`src/sv/civ_asr_pkg.sv`:
```
// ----------------------------------------------------------------------------
// CI-V antenna switch responder package
// Byte codes, register indexes and reset values shared by the responder.
// ----------------------------------------------------------------------------
package civ_asr_pkg;

  // Configuration register indexes.
  localparam logic [1:0] CfgOwnAddr = 2'd0;
  localparam logic [1:0] CfgIpAddr  = 2'd1;

  // Reset values.
  localparam logic [7:0] OwnAddrReset = 8'hB4;

  // CI-V byte codes.
  localparam logic [7:0] CivPreamble  = 8'hFE;
  localparam logic [7:0] CivEnd       = 8'hFD;
  localparam logic [7:0] CivCtrlAddr  = 8'hEE;
  localparam logic [7:0] CivNak       = 8'hFA;
  localparam logic [7:0] CmdQuery     = 8'h19;
  localparam logic [7:0] CmdKind      = 8'h30;
  localparam logic [7:0] CmdPort      = 8'h31;
  localparam logic [7:0] SubIpQuery   = 8'h01;
  localparam logic [7:0] BcastAddr    = 8'h00;

  // Frame lengths in bytes.
  localparam logic [7:0] LenMin   = 8'd5;
  localparam logic [7:0] LenRead  = 8'd6;
  localparam logic [7:0] LenSet   = 8'd7;

  // Reply lengths in bytes, preamble included.
  localparam logic [3:0] RepNone  = 4'd0;
  localparam logic [3:0] RepShort = 4'd6;
  localparam logic [3:0] RepRead  = 4'd7;
  localparam logic [3:0] RepEcho  = 4'd8;
  localparam logic [3:0] RepIp    = 4'd11;

  // Highest port number (one-based) for each switch type.
  localparam logic [7:0] TopFive  = 8'd5;
  localparam logic [7:0] TopEight = 8'd8;

  typedef struct packed {
    logic [7:0] frame_len;
    logic [7:0] to_addr;
    logic [7:0] from_addr;
    logic [7:0] command;
    logic [7:0] byte_five;
    logic [7:0] byte_six;
  } frame_t;

  typedef struct packed {
    logic [3:0] reply_len;
    logic [7:0] reply_dest;
    logic [7:0] reply_src;
    logic [7:0] reply_b4;
    logic [7:0] reply_b5;
    logic [7:0] reply_b6;
    logic [7:0] reply_b7;
    logic [7:0] reply_b8;
    logic [7:0] reply_b9;
    logic [7:0] reply_b10;
    logic [2:0] port_selected;
    logic       switch_kind;
  } reply_t;

endpackage

```
`src/sv/civ_antenna_switch_responder.sv`:
```
// ----------------------------------------------------------------------------
// CI-V antenna switch responder
// Decides whether a parsed CI-V frame is for this switch and builds the reply.
// ----------------------------------------------------------------------------
// Usage:
// Each word on the slave stream is one CI-V frame that an upstream parser has
// already split into its length and bytes 2 to 6. For every word the block
// returns exactly one word on the master stream: the reply length (0 when the
// frame gets no reply), reply bytes 2 to 10 with unused bytes zeroed, and the
// selected port and switch type as they stand after that frame.
// The frame is captured in an input register, decoded by comparators and byte
// multiplexers, and the reply lands in an output register. tvalid rises once
// the frame has passed both registers; one word is accepted every cycle as long
// as the receiver keeps taking words. Port and type registers are updated as
// a frame moves from the input register to the output register, so the next
// frame already sees the new values.
// When the receiver stalls, the reply is held and one more frame waits in the
// input register; only then does s_axis_tready_o drop.
// The configuration channel is always ready and writes the own bus address
// (index 0) or the IP address reported by the 19 01 query (index 1); the user must
// write it only while the stream is idle, the block does not enforce it. Reset empties
// both registers and restores address B4, IP 0, five-port type and the first port.
// ----------------------------------------------------------------------------
module civ_antenna_switch_responder
  import civ_asr_pkg::*;
(
  input  logic        clk_i,
  input  logic        rst_ni,
  // Frame in, fields from bit 0: frame_len, to_addr, from_addr, command,
  // byte_five, byte_six.
  input  logic        s_axis_tvalid_i,
  output logic        s_axis_tready_o,
  input  logic [47:0] s_axis_tdata_i,
  // Reply out, fields from bit 0: reply_len, reply_dest, reply_src,
  // reply_b4 to reply_b10, port_selected, switch_kind.
  output logic        m_axis_tvalid_o,
  input  logic        m_axis_tready_i,
  output logic [79:0] m_axis_tdata_o,
  // Configuration write channel.
  input  logic        cfg_valid_i,
  output logic        cfg_ready_o,
  input  logic [1:0]  cfg_index_i,
  input  logic [31:0] cfg_data_i
);

  // Configuration and switch state.
  logic [7:0]  own_q;
  logic [31:0] ip_q;
  logic        kind_q, kind_d;
  logic [2:0]  port_q, port_d;

  // Input stage.
  logic        s1_valid_q, s1_valid_d;
  frame_t      s1_q;
  logic        in_acc;
  logic        s1_adv;

  // Output stage.
  logic        out_valid_q, out_valid_d;
  reply_t      out_q, rep_d;

  assign cfg_ready_o = 1'b1;

  // The input register moves on whenever the output register is free or is
  // being emptied in this cycle.
  assign s1_adv          = s1_valid_q && (!out_valid_q || m_axis_tready_i);
  assign s_axis_tready_o = !s1_valid_q || s1_adv;
  assign in_acc          = s_axis_tvalid_i && s_axis_tready_o;

  assign s1_valid_d  = in_acc ? 1'b1 : (s1_adv ? 1'b0 : s1_valid_q);
  assign out_valid_d = s1_adv ? 1'b1 : (m_axis_tready_i ? 1'b0 : out_valid_q);

  // Frame decode and reply assembly.
  always_comb begin
    logic       bcast, mine, any_addr, rd6, ok, sub_bit, b6_end;
    logic [7:0] sub, top;
    logic [7:0] b2, b3, b4, b5, b6, b7, b8, b9, b10;
    logic [3:0] n;

    kind_d = kind_q;
    port_d = port_q;
    n   = RepNone;
    b2  = 8'h00; b3 = 8'h00; b4 = 8'h00; b5 = 8'h00; b6 = 8'h00;
    b7  = 8'h00; b8 = 8'h00; b9 = 8'h00; b10 = 8'h00;

    bcast    = (s1_q.to_addr == BcastAddr);
    mine     = (s1_q.to_addr == own_q);
    any_addr = bcast || mine;
    rd6      = (s1_q.frame_len == LenRead) && (s1_q.byte_five == CivEnd);
    sub_bit  = (s1_q.byte_five[7:1] == 7'd0);
    b6_end   = (s1_q.byte_six == CivEnd);
    ok = mine ||
         ((s1_q.command == CmdQuery) && (s1_q.frame_len >= LenRead) && sub_bit
          && any_addr) ||
         (((s1_q.command == CmdKind) || (s1_q.command == CmdPort)) && rd6
          && any_addr);
    sub = (s1_q.frame_len > LenMin) ? s1_q.byte_five : 8'h00;
    top = kind_q ? TopEight : TopFive;

    if ((s1_q.frame_len >= LenMin) &&
        !((s1_q.to_addr == own_q) && (s1_q.from_addr == own_q)) && ok) begin
      // Default echo of command and subcommand.
      n  = RepEcho;
      b2 = s1_q.from_addr; b3 = own_q; b4 = s1_q.command; b5 = sub;
      b6 = own_q; b7 = CivEnd;

      if ((s1_q.command == CmdQuery) && (sub == SubIpQuery)) begin
        n  = RepIp;
        b2 = CivCtrlAddr; b3 = own_q; b4 = CmdQuery; b5 = SubIpQuery;
        b6 = ip_q[31:24]; b7 = ip_q[23:16]; b8 = ip_q[15:8]; b9 = ip_q[7:0];
        b10 = CivEnd;
      end else if (s1_q.command == CmdKind) begin
        if (rd6 && any_addr) begin
          n  = RepRead;
          b2 = s1_q.from_addr; b3 = own_q; b4 = CmdKind; b5 = {7'd0, kind_q};
          b6 = CivEnd; b7 = 8'h00;
        end else if ((s1_q.frame_len == LenSet) && sub_bit && b6_end && mine) begin
          n      = RepRead;
          kind_d = s1_q.byte_five[0];
          b2 = s1_q.from_addr; b3 = own_q; b4 = CmdKind; b5 = s1_q.byte_five;
          b6 = CivEnd; b7 = 8'h00;
        end else if (bcast && (s1_q.frame_len == LenSet) && sub_bit && b6_end) begin
          // Type set by broadcast is refused.
          n  = RepShort;
          b2 = s1_q.from_addr; b3 = own_q; b4 = CivNak; b5 = CivEnd;
          b6 = 8'h00; b7 = 8'h00;
        end
      end else if (s1_q.command == CmdPort) begin
        if (rd6 && any_addr) begin
          n  = RepRead;
          b2 = s1_q.from_addr; b3 = own_q; b4 = CmdPort;
          b5 = {5'd0, port_q} + 8'd1;
          b6 = CivEnd; b7 = 8'h00;
        end else if ((s1_q.frame_len == LenSet) && b6_end && any_addr) begin
          if ((s1_q.byte_five != 8'h00) && (s1_q.byte_five <= top)) begin
            n      = RepRead;
            port_d = s1_q.byte_five[2:0] - 3'd1;
            b2 = s1_q.from_addr; b3 = own_q; b4 = CmdPort; b5 = s1_q.byte_five;
            b6 = CivEnd; b7 = 8'h00;
          end else begin
            // Port out of range for the current type.
            n  = RepShort;
            b2 = CivCtrlAddr; b3 = own_q; b4 = CivNak; b5 = CivEnd;
            b6 = 8'h00; b7 = 8'h00;
          end
        end
      end
    end

    rep_d.reply_len     = n;
    rep_d.reply_dest    = b2;
    rep_d.reply_src     = b3;
    rep_d.reply_b4      = b4;
    rep_d.reply_b5      = b5;
    rep_d.reply_b6      = b6;
    rep_d.reply_b7      = b7;
    rep_d.reply_b8      = b8;
    rep_d.reply_b9      = b9;
    rep_d.reply_b10     = b10;
    rep_d.port_selected = port_d;
    rep_d.switch_kind   = kind_d;
  end

  // Control state, configuration and switch state.
  always_ff @(posedge clk_i or negedge rst_ni) begin
    if (!rst_ni) begin
      s1_valid_q  <= 1'b0;
      out_valid_q <= 1'b0;
      own_q       <= OwnAddrReset;
      ip_q        <= 32'd0;
      kind_q      <= 1'b0;
      port_q      <= 3'd0;
    end else begin
      s1_valid_q  <= s1_valid_d;
      out_valid_q <= out_valid_d;
      if (cfg_valid_i && (cfg_index_i == CfgOwnAddr)) begin
        own_q <= cfg_data_i[7:0];
      end
      if (cfg_valid_i && (cfg_index_i == CfgIpAddr)) begin
        ip_q <= cfg_data_i;
      end
      if (s1_adv) begin
        kind_q <= kind_d;
        port_q <= port_d;
      end
    end
  end

  // Payload registers.
  always_ff @(posedge clk_i) begin
    if (in_acc) begin
      s1_q.frame_len <= s_axis_tdata_i[7:0];
      s1_q.to_addr   <= s_axis_tdata_i[15:8];
      s1_q.from_addr <= s_axis_tdata_i[23:16];
      s1_q.command   <= s_axis_tdata_i[31:24];
      s1_q.byte_five <= s_axis_tdata_i[39:32];
      s1_q.byte_six  <= s_axis_tdata_i[47:40];
    end
    if (s1_adv) begin
      out_q <= rep_d;
    end
  end

  assign m_axis_tvalid_o = out_valid_q;
  assign m_axis_tdata_o  = {out_q.switch_kind, out_q.port_selected,
                            out_q.reply_b10, out_q.reply_b9, out_q.reply_b8,
                            out_q.reply_b7, out_q.reply_b6, out_q.reply_b5,
                            out_q.reply_b4, out_q.reply_src, out_q.reply_dest,
                            out_q.reply_len};

  // The switch type only changes when a frame leaves the input register.
  a_kind_change: assert property (@(posedge clk_i) disable iff (!rst_ni)
    (kind_q != $past(kind_q)) |-> $past(s1_valid_q && s1_adv))
    else $error("switch type changed without a frame");

  // The selected port only changes when a frame leaves the input register.
  a_port_change: assert property (@(posedge clk_i) disable iff (!rst_ni)
    (port_q != $past(port_q)) |-> $past(s1_valid_q && s1_adv))
    else $error("port changed without a frame");

  // A reply word appears only after a frame sat in the input register.
  a_out_source: assert property (@(posedge clk_i) disable iff (!rst_ni)
    $rose(out_valid_q) |-> $past(s1_valid_q))
    else $error("reply without a captured frame");

  // A silent result carries no destination, source or byte 4.
  a_silent_zero: assert property (@(posedge clk_i) disable iff (!rst_ni)
    (out_valid_q && (out_q.reply_len == RepNone)) |->
    ((out_q.reply_dest == 8'h00) && (out_q.reply_src == 8'h00) &&
     (out_q.reply_b4 == 8'h00)))
    else $error("silent result carries reply bytes");

  // Every real reply is sent from the own bus address.
  a_reply_src: assert property (@(posedge clk_i) disable iff (!rst_ni)
    (out_valid_q && (out_q.reply_len != RepNone)) |-> (out_q.reply_src == own_q))
    else $error("reply source differs from own address");

endmodule

```
`config.mk`:
```
export PLATFORM = sky130hd
export DESIGN_NAME = civ_antenna_switch_responder
export DESIGN_NICKNAME = d
export VERILOG_FILES = /design/src/sv/civ_asr_pkg.sv /design/src/sv/civ_antenna_switch_responder.sv
export SDC_FILE = /design/constraint.sdc
export NUM_CORES = 1
export LEC_CHECK = 0
export ABC_AREA = 1
export BUFFER_PORTS_ARGS = -buffer_cell sky130_fd_sc_hd__buf_2
export CAP_MARGIN = 25
export CORE_MARGIN = 1
export CORE_UTILIZATION = 43
export DETAILED_ROUTE_END_ITERATION = 10
export PLACE_DENSITY = 0.66
export SLEW_MARGIN = 20
export SYNTH_ARGS = -nofsm -noshare
export SYNTH_HDL_FRONTEND = slang
export SYNTH_SLANG_ARGS = --single-unit
```
`constraint.sdc`:
```
create_clock -name clk_i -period 2.9 [get_ports clk_i]
set_clock_uncertainty 0.05 [all_clocks]
set_input_delay 0.145 -clock clk_i [delete_from_list [all_inputs] [get_ports clk_i]]
set_output_delay 0.145 -clock clk_i [all_outputs]
set_load 0.005 [all_outputs]
```
==> reports/results.tsv <==
stage	metric	value	unit
final_layout	final_util	58.41	%
floorplan	fp.dieW	134.3	microns
cts	cts-htree-levels	4	
cts	clkSinkCount	167	
floorplan	dieArea	18040	sq um
hold_path	class_of_the_worst_hold_path	in2async	
synthesis	yosys-top-cells-count	sky130_fd_sc_hd__nand2_1, sky130_fd_sc_hd__edfxtp_1, sky130_fd_sc_hd__inv_1	
sta	final_min_period_over_clock_period	86.22	%
global_routing	global_route_wire_length_before_repair	28080	microns
cts	clockRootBuffer	sky130_fd_sc_hd__clkbuf_16	
floorplan	design.portCount	170	
synthesis	ys_types	41	
sta	timing.final.hold_violations	0	
synthesis	synth.area.top_cells	sky130_fd_sc_hd__edfxtp_1, sky130_fd_sc_hd__dfrtp_1, sky130_fd_sc_hd__nand2_1, sky130_fd_sc_hd__inv_1, sky130_fd_sc_hd__nor2_1	
sta	max-slew-margin-rel	55.28	%
route	final_antenna_net_count	0	
sta	clock.fmax	399.9	MHz
critical_path	critical_path.max_fanout	9	
floorplan	die_h	134.3	microns
route	avgViaCountPerCell	4.753	
floorplan	initial_utilization	43.84	%
sta	drv_slew	0	
floorplan	core	17180	sq um
cts	path_clk_slew	0.07	ns
cts	clockBufferDepth	2	
global_routing	antenna_found_initial	0	
global_routing	maximum_number_of_pins_on_one_net_before_global_route_repair	50	
critical_path	rr_worst_depth	12	
cts	clock_buffers_created_by_tritoncts	17	
critical_path	worst-setup-path-type	reg2reg	
sta	setup_viol	0	
synthesis	synth-simple-area-share	20.14	%
status	outcome	completed	
sta	period_needed	2.500	ns
critical_path	timing.critical_path.arrival	2.63	ns
power	max-vdd-ir-drop	0.0004152	V
placement	dp.final_hpwl	12370	microns
synthesis	synth.avg_cell_area	10.53	sq um
synthesis	synthMuxAreaShare	2.243	%
synthesis	synthXorXnorAreaFrac	1.279	%
synthesis	yosys_register_bits	167	
synthesis	synthAdderAreaFrac	0.9970	%
synthesis	netlist_area	7530	sq um
power	power_leakage	0.004660	uW
critical_path	timing.critical_path.required	3.03	ns
final_layout	fin_area	10030	sq um
placement	detailed_place.area	8620	sq um
critical_path	slowest_stage	sky130_fd_sc_hd__edfxtp_1	
final_layout	num-fill-cells	1475	
sta	tightest_slew	0.6700	ns
synthesis	synth_most_common_cell	sky130_fd_sc_hd__nand2_1	
global_routing	grt_overflow	0	
route	initialDrtViolationCount	356	
synthesis	synth_top_family_by_area	simple AND/OR/NAND/NOR gates	
route	wire_per_inst	14.67	microns
route	drt_first_pass_iters	6	
global_routing	first_global_vias	5450	
synthesis	syn-instance-count	715	
final_layout	area.growth.synth_to_final	33.23	%
cts	tritoncts	yes	
synthesis	synth_fp_nets	808	
floorplan	rows	48	
critical_path	timing.critical_path.cells	inv_1 > ha_1 > nand3_1 > nor3_1 > nand3_1 > nor2_1 > nand2_2 > nand2_4 > nand3_1 > nor2_1 > nand2_1 > and2_1	
placement	port_buffers	167	
route	detail_route.drc_violations	0	
route	dr_total_vias	5765	
cts	clock_insertion_delay_worst_skew	0.43	ns
synthesis	ys_async_sr_fraction	27.54	%
route	total_wirelength_of_the_detailed_routed_design	17800	microns
synthesis	netlist.top_cell.by_area	sky130_fd_sc_hd__edfxtp_1	
critical_path	crit_path_end_kind	register	
final_layout	finalNetCount	1068	
critical_path	timing.critical_path.slowest_cell_delay	0.46	ns
final_layout	insertedDiodeCount	0	
synthesis	synth_edf_count	121	
critical_path	cp-start-kind	register	
final_layout	drive_above_1_share	27.23	%
critical_path	crit_path_frequent_cell	sky130_fd_sc_hd__nand3_1	
synthesis	synth-compound-area-share	5.002	%
sta	rsz0062_at_grt	false	
synthesis	synth_ff_type	sky130_fd_sc_hd__edfxtp_1	
power	powerDensity	590.9	nW/um^2
synthesis	synth_top_cell_area_share	48.26	%
placement	place_congestion	0.8935	
synthesis	number_of_warnings_reported_in_the_yosys_synthesis_log	0	
flow_run	max_cap_viols	0	
global_routing	gr-usage-all-layers	20.62	%
synthesis	synth_sequential_area_ratio	63.61	%
sta	fin_setup_tns	0	ns
## area by class of cell
| type | instances | area, sq um | area share, % |
|---|---|---|---|
| clock buffer | 19 | 432.9 | 4.315 |
| timing repair buffer | 263 | 1792 | 17.86 |
| multi-input combinational | 432 | 2241 | 22.34 |
| clock inverter | 13 | 138.9 | 1.384 |
| inverter | 94 | 356.6 | 3.555 |
| sequential | 167 | 4790 | 47.74 |
| tap | 225 | 281.5 | 2.806 |
## what timing repair did
action | CTS | global route
hold buffers | 84 | 0
hold endpoints to repair | 110 | 0
resized for setup | 0 | 0
setup buffers | 0 | 0
endpoints found under the setup margin | 0 | 0
## worst max-delay path, delay by kind of cell (launching register included)
kind          cells  cell delay [ns]
flops             1             0.46
fa+ha+maj         1             0.19
buf+inv           1             0.11
simple gates     10             1.45
## power breakdown
part           internal (uW)  switching (uW)
clock                   1210             976
combinational            343             379
sequential              2870             146
## path summary, 6_finish.rpt
check	to	slack, ns	startpoint
setup / recovery	m_axis_tdata_o[78]	0.40	s1_q[9]
hold / removal	ip_q[11]	0.21	rst_ni
setup reg to reg	m_axis_tdata_o[78]	0.40	s1_q[9]
hold reg to reg	ip_q[7]	0.44	ip_q[7]
max in group asynchronous	port_q[2]	2.06	rst_ni
min in group clk_i	own_q[2]	0.24	cfg_valid_i
## sequential cells by signal (all words and copies together) (netlist names)
register	flops
ip_q	32
kind_q	1
m_axis_tdata_o	73
m_axis_tvalid_o	1
own_q	8
port_q	3
s1_q	48
s1_valid_q	1
## stage by stage
stage | setup slack (ns) | hold WS, ns | power (uW) | instances
finish | 0.3996 | 0.2065 | 5928 | 1213
global route | 0.1044 | 0.2650 | 6184 | 1213
CTS | 0.4160 | 0.2121 | 5977 | 1213
detailed placement | 0.4209 | 0.1321 | 3701 | 1097
global placement | 0.4076 | 0.2727 | 3683 | 1096
floorplan | 0.3425 | -0.2006 | 3385 | 715
## cell families after synthesis
kind of cell,Yosys count
compound gates,71
xor+xnor,11
fa+ha+maj,6
buf+inv,116
flops,167
mux,15
other cells,2
simple gates,327
## cells in the final DEF, fill, tap and decap left out, types with 5 or more instances in the layout
cell type / n
sky130_fd_sc_hd__a21oi_1: 22
sky130_fd_sc_hd__clkbuf_16: 17
sky130_fd_sc_hd__o21ai_0: 39
sky130_fd_sc_hd__inv_2: 8
sky130_fd_sc_hd__nor2_2: 5
sky130_fd_sc_hd__buf_4: 10
sky130_fd_sc_hd__nand3_1: 41
sky130_fd_sc_hd__nor3_1: 5
sky130_fd_sc_hd__edfxtp_1: 121
sky130_fd_sc_hd__dfrtp_1: 42
sky130_fd_sc_hd__ha_1: 6
sky130_fd_sc_hd__nand4_1: 8
sky130_fd_sc_hd__nor2_4: 12
sky130_fd_sc_hd__mux2_2: 15
sky130_fd_sc_hd__xnor2_1: 10
sky130_fd_sc_hd__inv_1: 84
sky130_fd_sc_hd__buf_2: 167
sky130_fd_sc_hd__nand2_1: 153
sky130_fd_sc_hd__dlygate4sd3_1: 84
sky130_fd_sc_hd__nor2_1: 83
## metal layers
metal	vias up	GRT usage [%]	part of all wire [%]
met2	208	32.38	47
li1	2871	-	-
met1	2665	28.25	45
met4	0	6.991	1.8
met3	21	4.686	6.5
met5	-	0	0
Power figures use the tool's default switching activity.
